$ cat src/bpq_pkg.sv
package bpq_pkg;

	localparam int LIMIT_W = 5;
	localparam int OCC_W   = 5;

	localparam logic [LIMIT_W-1:0] LIMIT_RESET = 5'd16;

	localparam logic [1:0] ACT_ENQ    = 2'd0;
	localparam logic [1:0] ACT_DEQ    = 2'd1;
	localparam logic [1:0] ACT_CANCEL = 2'd2;
	localparam logic [1:0] ACT_FLUSH  = 2'd3;

	typedef struct packed {
		logic [1:0]  action;
		logic [7:0]  priority_req;
		logic [31:0] key;
		logic [31:0] payload;
	} req_t;

	typedef struct packed {
		logic             item_valid;
		logic [7:0]       out_priority;
		logic [31:0]      out_key;
		logic [31:0]      out_payload;
		logic             inserted;
		logic             drop_happened;
		logic [OCC_W-1:0] removed_count;
		logic [OCC_W-1:0] occupancy;
		logic [31:0]      total_enqueued;
		logic [31:0]      total_dequeued;
		logic [31:0]      total_dropped;
	} rsp_t;

	typedef struct packed {
		logic [7:0]  prio;
		logic [31:0] key;
		logic [31:0] payload;
	} entry_t;

	typedef enum logic [1:0] {
		CELL_HOLD,
		CELL_INSERT,
		CELL_SHIFT
	} cell_op_t;

	typedef struct packed {
		cell_op_t op;
		logic     push;
	} cell_ctl_t;

endpackage

$ cat src/bpq_cell.sv
module bpq_cell #(
	parameter int IDX = 0,
	parameter int CW  = 5
) (
	input  logic             clk,
	input  bpq_pkg::cell_ctl_t ctl,
	input  logic [CW-1:0]    cnt,
	input  logic [CW-1:0]    pos,
	input  bpq_pkg::entry_t  ins_entry,
	input  bpq_pkg::entry_t  head_entry,
	input  bpq_pkg::entry_t  prev_entry,
	input  bpq_pkg::entry_t  next_entry,
	input  logic             prev_gt,
	output bpq_pkg::entry_t  entry,
	output logic             gt
);
	import bpq_pkg::*;

	localparam logic [CW-1:0] MY_IDX = CW'(IDX);

	entry_t entry_q;

	// chain is sorted by priority, high first, older first among equals
	assign gt    = (MY_IDX >= cnt) || (ins_entry.prio > entry_q.prio);
	assign entry = entry_q;

	always_ff @(posedge clk) begin
		case (ctl.op)
			CELL_INSERT: begin
				if (gt && !prev_gt) begin
					entry_q <= ins_entry;
				end else if (gt) begin
					entry_q <= prev_entry;
				end
			end
			CELL_SHIFT: begin
				if (ctl.push && (pos == MY_IDX)) begin
					entry_q <= head_entry;
				end else begin
					entry_q <= next_entry;
				end
			end
			default: begin
			end
		endcase
	end

endmodule

$ cat src/bounded_priority_queue_evict_lowest.sv
// Channel   Signals                      Dir  Handshake
// config    cfg_we, cfg_wdata            in   write on cfg_we, no wait
// request   req_valid, req_ready, req    in   taken on valid & ready
// response  rsp_valid, rsp_ready, rsp    out  taken on valid & ready
//
// Enqueue below the limit, rejected enqueue, dequeue and flush go straight to done.
// Enqueue with eviction rotates the chain, then inserts; cancel rotates (unless empty).
// Eviction and cancel rotate the cell chain through cell 0, one entry a cycle.
// Reset: queue empty, counters zero, limit 16; no clearing pass.
// One response register; a new request is taken while it waits, and the next
// response holds in the done state until the register frees.
module bounded_priority_queue_evict_lowest #(
	parameter int CAPACITY = 16
) (
	input  logic                          clk,
	input  logic                          arst_n,
	input  logic                          cfg_we,
	input  logic [bpq_pkg::LIMIT_W-1:0]   cfg_wdata,
	input  logic                          req_valid,
	output logic                          req_ready,
	input  bpq_pkg::req_t                 req,
	output logic                          rsp_valid,
	input  logic                          rsp_ready,
	output bpq_pkg::rsp_t                 rsp
);
	import bpq_pkg::*;

	localparam int CW = $clog2(CAPACITY + 1);
	localparam int EW = (CW > LIMIT_W) ? CW : LIMIT_W;

	typedef enum logic [1:0] {
		S_IDLE,
		S_ROT,
		S_INS,
		S_DONE
	} state_t;

	state_t              state_q;
	logic                rsp_valid_q;
	logic [CW-1:0]       cnt_q;
	logic [CW-1:0]       rot_q;
	logic                evd_q;
	logic [LIMIT_W-1:0]  limit_q;
	logic [31:0]         enq_cnt_q;
	logic [31:0]         deq_cnt_q;
	logic [31:0]         drop_cnt_q;

	req_t                req_q;
	logic [7:0]          tail_q;
	logic [7:0]          last_q;
	logic                res_valid_q;
	entry_t              res_entry_q;
	logic                res_ins_q;
	logic                res_drop_q;
	logic [CW-1:0]       rm_q;
	rsp_t                rsp_q;

	entry_t              ent [CAPACITY];
	logic [CAPACITY-1:0] gt_v;
	entry_t              head;
	entry_t              in_e;
	entry_t              req_e;
	entry_t              ins_e;
	cell_ctl_t           ctl;
	logic [CW-1:0]       pos;

	logic                accept;
	logic                out_free;
	logic                full;
	logic                rot_keep;
	logic                rot_last;
	logic [EW-1:0]       lim0;
	logic [EW-1:0]       eff_lim;
	logic [7:0]          new_tail;

	assign req_ready = (state_q == S_IDLE);
	assign accept    = req_valid && req_ready;
	assign out_free  = !rsp_valid_q || rsp_ready;
	assign rsp_valid = rsp_valid_q;
	assign rsp       = rsp_q;

	assign head  = ent[0];
	assign in_e  = '{prio: req.priority_req, key: req.key, payload: req.payload};
	assign req_e = '{prio: req_q.priority_req, key: req_q.key, payload: req_q.payload};

	assign lim0    = (limit_q == '0) ? EW'(1) : EW'(limit_q);
	assign eff_lim = (lim0 > EW'(CAPACITY)) ? EW'(CAPACITY) : lim0;
	assign full    = (EW'(cnt_q) >= eff_lim);

	assign rot_keep = (req_q.action == ACT_CANCEL) ? (head.key != req_q.key)
		: !(!evd_q && (head.prio == tail_q));
	assign rot_last = (rot_q == CW'(1));

	assign new_tail = ((cnt_q == '0) || (ins_e.prio < tail_q)) ? ins_e.prio : tail_q;

	always_comb begin
		ctl   = '{op: CELL_HOLD, push: 1'b0};
		ins_e = in_e;
		pos   = cnt_q - CW'(1);
		case (state_q)
			S_IDLE: begin
				if (accept) begin
					case (req.action)
						ACT_ENQ: begin
							if (!full) begin
								ctl.op = CELL_INSERT;
							end
						end
						ACT_DEQ: begin
							if (cnt_q != '0) begin
								ctl.op = CELL_SHIFT;
							end
						end
						default: begin
						end
					endcase
				end
			end
			S_ROT: begin
				ctl.op   = CELL_SHIFT;
				ctl.push = rot_keep;
			end
			S_INS: begin
				ctl.op = CELL_INSERT;
				ins_e  = req_e;
			end
			default: begin
			end
		endcase
	end

	for (genvar i = 0; i < CAPACITY; i++) begin : g_cell
		entry_t prev_e;
		entry_t next_e;
		logic   prev_gt;
		if (i == 0) begin : g_first
			assign prev_e  = ins_e;
			assign prev_gt = 1'b0;
		end else begin : g_mid
			assign prev_e  = ent[i-1];
			assign prev_gt = gt_v[i-1];
		end
		if (i == CAPACITY - 1) begin : g_last
			assign next_e = ent[i];
		end else begin : g_inner
			assign next_e = ent[i+1];
		end
		bpq_cell #(
			.IDX (i),
			.CW  (CW)
		) u_cell (
			.clk        (clk),
			.ctl        (ctl),
			.cnt        (cnt_q),
			.pos        (pos),
			.ins_entry  (ins_e),
			.head_entry (head),
			.prev_entry (prev_e),
			.next_entry (next_e),
			.prev_gt    (prev_gt),
			.entry      (ent[i]),
			.gt         (gt_v[i])
		);
	end

	always_ff @(posedge clk or negedge arst_n) begin
		if (!arst_n) begin
			state_q     <= S_IDLE;
			rsp_valid_q <= 1'b0;
			cnt_q       <= '0;
			rot_q       <= '0;
			evd_q       <= 1'b0;
			limit_q     <= LIMIT_RESET;
			enq_cnt_q   <= '0;
			deq_cnt_q   <= '0;
			drop_cnt_q  <= '0;
		end else begin
			if (cfg_we) begin
				limit_q <= cfg_wdata;
			end
			if ((state_q == S_DONE) && out_free) begin
				rsp_valid_q <= 1'b1;
			end else if (rsp_ready) begin
				rsp_valid_q <= 1'b0;
			end
			case (state_q)
				S_IDLE: begin
					if (accept) begin
						evd_q <= 1'b0;
						case (req.action)
							ACT_ENQ: begin
								if (!full) begin
									cnt_q     <= cnt_q + CW'(1);
									enq_cnt_q <= enq_cnt_q + 32'd1;
									state_q   <= S_DONE;
								end else begin
									drop_cnt_q <= drop_cnt_q + 32'd1;
									if (req.priority_req >= tail_q) begin
										rot_q   <= cnt_q;
										state_q <= S_ROT;
									end else begin
										state_q <= S_DONE;
									end
								end
							end
							ACT_DEQ: begin
								state_q <= S_DONE;
								if (cnt_q != '0) begin
									cnt_q     <= cnt_q - CW'(1);
									deq_cnt_q <= deq_cnt_q + 32'd1;
								end
							end
							ACT_CANCEL: begin
								if (cnt_q != '0) begin
									rot_q   <= cnt_q;
									state_q <= S_ROT;
								end else begin
									state_q <= S_DONE;
								end
							end
							default: begin
								state_q    <= S_DONE;
								cnt_q      <= '0;
								enq_cnt_q  <= '0;
								deq_cnt_q  <= '0;
								drop_cnt_q <= '0;
							end
						endcase
					end
				end
				S_ROT: begin
					rot_q <= rot_q - CW'(1);
					if (!rot_keep) begin
						cnt_q <= cnt_q - CW'(1);
						evd_q <= 1'b1;
					end
					if (rot_last) begin
						state_q <= (req_q.action == ACT_CANCEL) ? S_DONE : S_INS;
					end
				end
				S_INS: begin
					cnt_q     <= cnt_q + CW'(1);
					enq_cnt_q <= enq_cnt_q + 32'd1;
					state_q   <= S_DONE;
				end
				default: begin
					if (out_free) begin
						state_q <= S_IDLE;
					end
				end
			endcase
		end
	end

	always_ff @(posedge clk) begin
		if (ctl.op == CELL_INSERT) begin
			tail_q <= new_tail;
		end
		case (state_q)
			S_IDLE: begin
				if (accept) begin
					req_q       <= req;
					res_valid_q <= (req.action == ACT_DEQ) && (cnt_q != '0);
					res_entry_q <= ((req.action == ACT_DEQ) && (cnt_q != '0)) ? head
						: entry_t'('0);
					res_ins_q   <= (req.action == ACT_ENQ) && !full;
					res_drop_q  <= (req.action == ACT_ENQ) && full;
					rm_q        <= '0;
				end
			end
			S_ROT: begin
				if (rot_keep) begin
					last_q <= head.prio;
				end else if (req_q.action == ACT_CANCEL) begin
					rm_q <= rm_q + CW'(1);
				end
				if (rot_last) begin
					tail_q <= rot_keep ? head.prio : last_q;
				end
			end
			S_INS: begin
				res_ins_q <= 1'b1;
			end
			default: begin
				if (out_free) begin
					rsp_q <= '{
						item_valid:     res_valid_q,
						out_priority:   res_entry_q.prio,
						out_key:        res_entry_q.key,
						out_payload:    res_entry_q.payload,
						inserted:       res_ins_q,
						drop_happened:  res_drop_q,
						removed_count:  OCC_W'(rm_q),
						occupancy:      OCC_W'(cnt_q),
						total_enqueued: enq_cnt_q,
						total_dequeued: deq_cnt_q,
						total_dropped:  drop_cnt_q
					};
				end
			end
		endcase
	end

	a_cnt_bound: assert property (@(posedge clk) disable iff (!arst_n)
		cnt_q <= CW'(CAPACITY))
		else $error("occupancy above capacity");

	a_flush_empty: assert property (@(posedge clk) disable iff (!arst_n)
		accept && (req.action == ACT_FLUSH) |=> cnt_q == '0)
		else $error("flush left entries");

	a_rot_shrink: assert property (@(posedge clk) disable iff (!arst_n)
		state_q == S_ROT |=> cnt_q <= $past(cnt_q))
		else $error("rotation grew the queue");

	a_rot_exit: assert property (@(posedge clk) disable iff (!arst_n)
		(state_q == S_ROT) && rot_last |=> (state_q == S_INS) || (state_q == S_DONE))
		else $error("rotation did not end on its last step");

	a_ins_room: assert property (@(posedge clk) disable iff (!arst_n)
		state_q == S_INS |-> cnt_q < CW'(CAPACITY))
		else $error("insert into a full chain");

endmodule

$ cat config.mk
export PLATFORM = sky130hd
export DESIGN_NAME = bounded_priority_queue_evict_lowest
export DESIGN_NICKNAME = d
export VERILOG_FILES = /design/src/bpq_pkg.sv /design/src/bpq_cell.sv /design/src/bounded_priority_queue_evict_lowest.sv
export SDC_FILE = /design/constraint.sdc
export NUM_CORES = 2
export LEC_CHECK = 0
export ABC_AREA = 0
export ABC_CLOCK_PERIOD_IN_PS = 14600
export BUFFER_PORTS_ARGS = -buffer_cell sky130_fd_sc_hd__clkbuf_2
export CORE_ASPECT_RATIO = 0.5
export CORE_MARGIN = 4
export CORE_UTILIZATION = 40
export DETAILED_ROUTE_END_ITERATION = 8
export SETUP_SLACK_MARGIN = 0.4
export SYNTH_ARGS = -nofsm -noshare
export SYNTH_HDL_FRONTEND = slang
export SYNTH_SLANG_ARGS = --single-unit
$ cat constraint.sdc
create_clock -name clk -period 14.6 [get_ports clk]
set_clock_uncertainty 0.05 [all_clocks]
set_input_delay 2.92 -clock clk [delete_from_list [all_inputs] [get_ports clk]]
set_output_delay 2.92 -clock clk [all_outputs]
set_load 0.01 [all_outputs]
## Yosys cells after proc, flatten, opt, wreduce, memory -nomap -nowiden

Cells that the tools add are included.

| word-level totals | value |
|---|---|
| word-level logic and storage cells | 419 |
| output and inout bits | 183 |
| bits of input ports | 84 |
| register bits after elaboration | 1618 |

| operators by class | value |
|---|---|
| bitwise gates (word level) | 3 |
| $lt $le $gt $ge | 36 |
| reductions and logical operators | 116 |
| multiplexer cells | 118 |
| equality and inequality tests | 58 |
| add/subtract/negate cells | 7 |

Operators by type and width:

| operator | count |
|---|---|
| $mux 72 | 48 |
| $pmux 72 s2 | 16 |
| $pmux 32 s2 | 4 |
| $gt 8x8->1 | 16 |
| $mux 32 | 4 |
| $add 32x1->32 const B | 3 |
| $mux 5 | 13 |
| $ne 3x1->1 const B | 16 |
| $eq 5x4->1 const B | 8 |
| $ge 4x5->1 const A | 8 |
| $mux 8 | 5 |
| $logic_and 1x1->1 | 37 |
| $reduce_and 2->1 | 17 |
| $ne 32x32->1 | 1 |
| $pmux 5 s2 | 3 |
| $pmux 5 s3 | 2 |
| $eq 5x3->1 const B | 4 |
| $ge 3x5->1 const A | 4 |
| $logic_not 1->1 | 19 |
| $logic_or 1x1->1 | 18 |
| $mux 2 | 8 |
| $ne 2x2->1 const B | 8 |
| $reduce_and 4->1 | 4 |
| $logic_not 5->1 | 3 |
| 29 further kinds | 69 |

## Depth between registers and ports, before layout

| logic depth | value |
|---|---|
| depth after elaboration | 13 |
| depth in mapped cells | 17 |
| gate-level depth less buffers | 13 |

## Cells and area by module

A second synthesis with hierarchy kept.

| second synthesis, totals | value |
|---|---|
| cell total of the unflattened synthesis | 11376 |
| area total of the unflattened synthesis | 114990.3 um2 |

Modules (own cells, without submodules):

| module | area each (um2) | sequential area each (um2) | cells an instance | times used |
|---|---|---|---|---|
| bounded_priority_queue_evict_lowest | 19972.9 | 13339.0 | 1440 | 1 |
| bpq_cell (g_cell[10].u_cell) | 6007.0 | 2162.1 | 622 | 1 |
| bpq_cell (g_cell[6].u_cell) | 5993.2 | 2162.1 | 621 | 1 |
| bpq_cell (g_cell[1].u_cell) | 5992.0 | 2162.1 | 621 | 1 |
| bpq_cell (g_cell[5].u_cell) | 5982.0 | 2162.1 | 621 | 1 |
| bpq_cell (g_cell[9].u_cell) | 5968.2 | 2162.1 | 621 | 1 |
| bpq_cell (g_cell[11].u_cell) | 5967.0 | 2162.1 | 621 | 1 |
| bpq_cell (g_cell[3].u_cell) | 5963.2 | 2162.1 | 621 | 1 |
| bpq_cell (g_cell[0].u_cell) | 5959.5 | 2162.1 | 622 | 1 |
| bpq_cell (g_cell[13].u_cell) | 5919.4 | 2162.1 | 621 | 1 |
| bpq_cell (g_cell[15].u_cell) | 5914.4 | 2162.1 | 618 | 1 |
| bpq_cell (g_cell[4].u_cell) | 5913.2 | 2162.1 | 621 | 1 |
| bpq_cell (g_cell[14].u_cell) | 5904.4 | 2162.1 | 621 | 1 |
| bpq_cell (g_cell[7].u_cell) | 5898.2 | 2162.1 | 621 | 1 |
| 3 more rows | - | - | - | - |

## Worst setup path after synthesis

No wires, ideal clock.

| path | value |
|---|---|
| kind | input to register |
| start point | input port req[73] (netlist bit) |
| end point | register g_cell[0].u_cell.entry_q, in the netlist g_cell[0].u_cell.entry[0], enable pin |
| library setup time | 0.618 ns |
| data arrival time | 10.764 ns |
| buffers on the path | 5 |
| data required time | 13.932 ns |
| setup slack | 3.168 ns |
| cell stages on the path | 14 |
| cells stage by stage | inv_1 > ha_1 > clkbuf_1 > inv_1 > a311o_1 > clkbuf_1 > o31ai_1 > inv_1 > ha_1 > clkbuf_1 > clkbuf_1 > clkbuf_1 > and3_1 > a221oi_1 |

| between the ends | value |
|---|---|
| cells in the longest elaborated chain, start to end | 7 |
| elaborated cells on any way between the ends | 11 |
| classes of those cells | eq/ne: 5; mux: 3; reduce/logical: 3 |

Ends and longest elaborated chain:

| item | RTL line | RTL |
|---|---|---|
| start, declared | bounded_priority_queue_evict_lowest.sv:21 | `input bpq_pkg::req_t req,` |
| $eq 2x1->1 or $logic_not 2->1 (tied branches) | bounded_priority_queue_evict_lowest.sv:103 | `case (req.action)` |
| $pmux 2 s2 * | bounded_priority_queue_evict_lowest.sv:103 |  |
| $mux 2 * | bounded_priority_queue_evict_lowest.sv:102 | `if (accept) begin` |
| $pmux 2 s3 * | bounded_priority_queue_evict_lowest.sv:100 | `case (state_q)` |
| $eq 2x2->1 or $eq 2x1->1 (tied branches) | bpq_cell.sv:28 | `case (ctl.op)` |
| $ne 2x2->1 (no line), or another cell as far along | - |  |
| $reduce_and 3->1 (no line) * | - |  |
| end signal, assigned | bpq_cell.sv:31 | `entry_q <= ins_entry;` |
| end signal, assigned | bpq_cell.sv:33 | `entry_q <= prev_entry;` |
| end signal, assigned | bpq_cell.sv:38 | `entry_q <= head_entry;` |
| end, declared | bpq_cell.sv:21 | `entry_t entry_q;` |

Every way passes the cells marked *; elsewhere a longest branch is shown, timed or not.
A chain may end at the register's enable or synchronous reset.

## Worst setup path in the final report

| path | value |
|---|---|
| start point | input port req[72] (netlist bit) |
| end point | register g_cell[2].u_cell.entry_q, in the netlist g_cell[2].u_cell.entry[57] (data pin) |

| between the ends | value |
|---|---|
| cells in the longest elaborated chain, start to end | 6 |
| elaborated cells on any way between the ends | 8 |
| classes of those cells | eq/ne: 3; mux: 4; reduce/logical: 1 |

Ends and longest elaborated chain:

| item | RTL line |
|---|---|
| $eq 2x1->1 or $logic_not 2->1 (tied branches) | bounded_priority_queue_evict_lowest.sv:103 |
| $pmux 2 s2 * | bounded_priority_queue_evict_lowest.sv:103 |
| $mux 2 * | bounded_priority_queue_evict_lowest.sv:102 |
| $pmux 2 s3 * | bounded_priority_queue_evict_lowest.sv:100 |
| $eq 2x2->1 or $eq 2x1->1 (tied branches) | bpq_cell.sv:28 |
| $pmux 72 s2 * | bpq_cell.sv:28 |
| end signal, assigned | bpq_cell.sv:31 |
| end signal, assigned | bpq_cell.sv:33 |
| end signal, assigned | bpq_cell.sv:38 |
| end, declared | bpq_cell.sv:21 |

Marked as above.

==> metrics.csv <==
stage;metric;value;unit
run_status;status;complete, no violations;
clocking;worst-case clock buffer depth;4;
sta;RSZ-0062 raised after global routing;false;
routing;DRC;0;
routing;vias per cell;6.16;
flow_run;max-cap violations;0;
routing;First DRT Iteration DRCs;7855;
routing;vias;62943;
synth;dominant synthesized flop cell;edfxtp_1;
global_routing;overall global routing resource usage;24.6;%
global_routing;global-route wire length before repair;432000;um
global_routing;initial antenna violation count;11;
clocking;CTS Hold Bufs;0;
synth;Seq cells post-synth;1618;
sta;final setup vio count;0;
synth;synth warn;0;
sta;sum of negative setup slack;0;ns
clocking;TritonCTS clock tree;yes;
worst_setup_path;Crit Path Class;in2reg;
worst_setup_path;R2R Path Start;cnt_q[0]$_DFFE_PN0P_;
synth;Post-Synthesis Net Count;7432;
die;die area;235000;sq um
worst_setup_path;Arr. time, crit path;8.52;ns
synth;ranking of synthesized cells by area;edfxtp_1 49%, mux2i_1 25%, dfrtp_1 3.1%;
sta;period utilization;54.6;%
clocking;post-CTS sizing;0;
worst_setup_path;Worst Path Required;15.14;ns
global_routing;met1 Use GR;36.6;%
clocking;Setup Buffers After CTS;0;
clocking;CTS clk-pin slew, worst paths;0.07;ns
worst_setup_path;Startpoint Class;primary input;
global_routing;vias in the first global route;60170;
global_routing;global-route congestion overflow total;0;
clocking;clock sink count;1618;
synth;area leader, netlist;edfxtp_1;
clocking;H-Tree Depth;4;
placed_design;DPL Wire Length;164000;um
sta;fin. max-slew vios;0;
hold_path;hold crit path type;reg2reg;
placed_design;PortBufs;266;
synth;ys async rst share;7.11;%
synth;Post-synth EDFFs;1495;
clocking;CTS buffer count;172;
die;Vert. Die Dim;345;um
clocking;Clock Latency Late Sink;0.84;ns
layout;share of cells above drive strength 1;12.0;%
placed_design;gpl congestion;0.820;
die;die width;682;um
synth;register area share after synthesis;52.7;%
die;Initial Util;40.3;%
routing;wire length per cell;29.4;um
synth;Syn Area/Cell;12.7;sq um
worst_setup_path;Critical Path Start;req[72];
die;# IOs;267;
routing;Routed WL;301000;um
synth;share of the synthesized area in the top cell type;49.4;%
routing;DRT Pass-1 Iters;6;
worst_setup_path;CP Capture Type;flip-flop;
global_routing;largest net degree at the start of global routing;177;
layout;Final Net Count;7348;
worst_setup_path;crit-path max FO;171;
worst_setup_path;FF-to-FF setup slack;7.69;ns
sta;Fin. Hold Viols;0;
sta;worst slew pin tran;1.37;ns
synth;Mapped Area;90900;sq um
synth;count of cell types in the netlist;76;
sta;fmax;125;MHz
hold_path;origin of the worst min-delay path;res_entry_q[62]$_SDFFCE_PN0P_;
global_routing;M2 GR Usage;36.9;%
sta;Rel. slew slack;8.70;%
global_routing;gr busiest metal;met2;
die;# rows;123;
sta;min Tclk post-route;7.98;ns
clocking;clk root buf;clkbuf_16;
routing;antenna viol nets, final;0;
layout;area delta synth->final;10.5;%
global_routing;GR Layer Usage met3;4.06;%
die;Core Area;225000;sq um
synth;Post-Synthesis Cells;7179;
[routing by layer]
| metal | wire, um | vias up |
|---|---|---|
| li1 | - | 27515 |
| met2 | 131000 | 2881 |
| met4 | 8390 | 6 |
| met1 | 136000 | 32046 |
| met3 | 25800 | 495 |
| met5 | 38 | - |
[worst max-delay path: stages]
cell      delay [ns]
clkbuf_2        0.17
inv_1           0.08
ha_1            0.32
inv_1           0.24
a311o_1         0.56
o31ai_1         0.23
inv_1           0.13
ha_4            0.62
buf_4           0.77
buf_12          0.63
buf_4           0.89
nand2_1         0.37
o221ai_1        0.30
[cell usage after synthesis, types with 23 or more instances]
master and count:
mux2i_1 2236, edfxtp_1 1495, clkbuf_1 431, nand3_1 335, o221ai_1 288, a21oi_1 267
nand2_1 189, buf_2 170, ha_1 169, nor2b_1 161, inv_1 160, mux2_2 150
a211oi_1 148, nor2_1 137, dfrtp_1 114, and3_1 87, o21ai_0 87, xor2_1 86
o21ai_1 69, buf_1 44, nand4_1 43, or3_1 29, nor3_1 28, o211ai_1 23
[final cells by class]
type                       instances  area [sq um]
sequential                      1618         47900
timing repair buffer             404          2510
tap                             3000          3750
inverter                         161           612
antenna                            3          7.51
clock buffer                     206          4570
fill                           20619        125000
clock inverter                    91           968
multi-input combinational       4738         40000
[final timing paths]
check | to | cells after the start
hold reg to reg | rsp[170]$_DFFE_PP_ | 0
max in group asynchronous | deq_cnt_q[21]$_DFFE_PN0P_ | 2
setup reg to reg | g_cell[2].u_cell.entry[57]$_DFFE_PP_ | 12
hold / removal | rsp[170]$_DFFE_PP_ | 0
min in group asynchronous | enq_cnt_q[20]$_DFFE_PN0P_ | 1
setup / recovery | g_cell[2].u_cell.entry[57]$_DFFE_PP_ | 13
[through the flow]
| stage | std cells | utilization [%] | instance area [sq um] | setup WS [ns] | hold slack, ns |
|---|---|---|---|---|---|
| final | 10221 | 44.5 | 100000 | 6.62 | 0.355 |
| after global routing | 10218 | 44.5 | 100000 | 6.31 | 0.358 |
| after CTS | 10218 | 44.5 | 100000 | 6.78 | 0.354 |
| after detailed placement | 9921 | 42.1 | 94900 | 5.93 | 0.355 |
| after global placement | 9921 | 42.1 | 94900 | 6.00 | 0.351 |
| after floorplan | 7179 | - | 90900 | 3.17 | 0.350 |
[placed cells by master (no fill, tap or decap), types with 23 or more instances in the layout]
cell type,count
mux2i_1,2236
edfxtp_1,1495
nand3_1,335
o221ai_1,288
clkbuf_2,265
a21oi_1,255
nand2_1,185
clkbuf_16,178
ha_1,165
inv_1,159
nor2b_1,156
mux2_2,150
a211oi_1,148
nor2_1,135
buf_4,128
dfrtp_1,114
o21ai_0,87
and3_1,87
xor2_1,86
o21ai_1,69
nand4_1,43
clkinv_1,27
clkinv_2,27
clkbuf_1,27
nor3_1,26
or3_1,25
o211ai_1,23
[sequential cells by signal, indices dropped and copies added (netlist names), 2 cells and up]
| register | cells |
|---|---|
| g_cell.u_cell.entry | 1152 |
| res_entry_q | 72 |
| drop_cnt_q | 32 |
| rot_q | 5 |
| rsp | 181 |
| last_q | 8 |
| deq_cnt_q | 32 |
| req_e | 72 |
| req_q | 2 |
| tail_q | 8 |
| state_q | 2 |
| cnt_q | 5 |
| limit_q | 5 |
| enq_cnt_q | 32 |
| rm_q | 5 |
[logic make-up after synthesis]
family / count (synthesis) / share of synthesized area (%)
adder cells (fa/ha/maj): 169 / 2.33
AND/OR/NAND/NOR: 1093 / 6.21
XOR/XNOR: 108 / 1.04
AO/OA/AOI/OAI: 967 / 7.31
multiplexers: 2401 / 26.7
buffers and inverters: 823 / 3.70
flip-flops: 1618 / 52.7
Power is left out: the tool's default activity adds up to more than one toggle a clock period on the data nets, which glitch-free logic cannot reach.
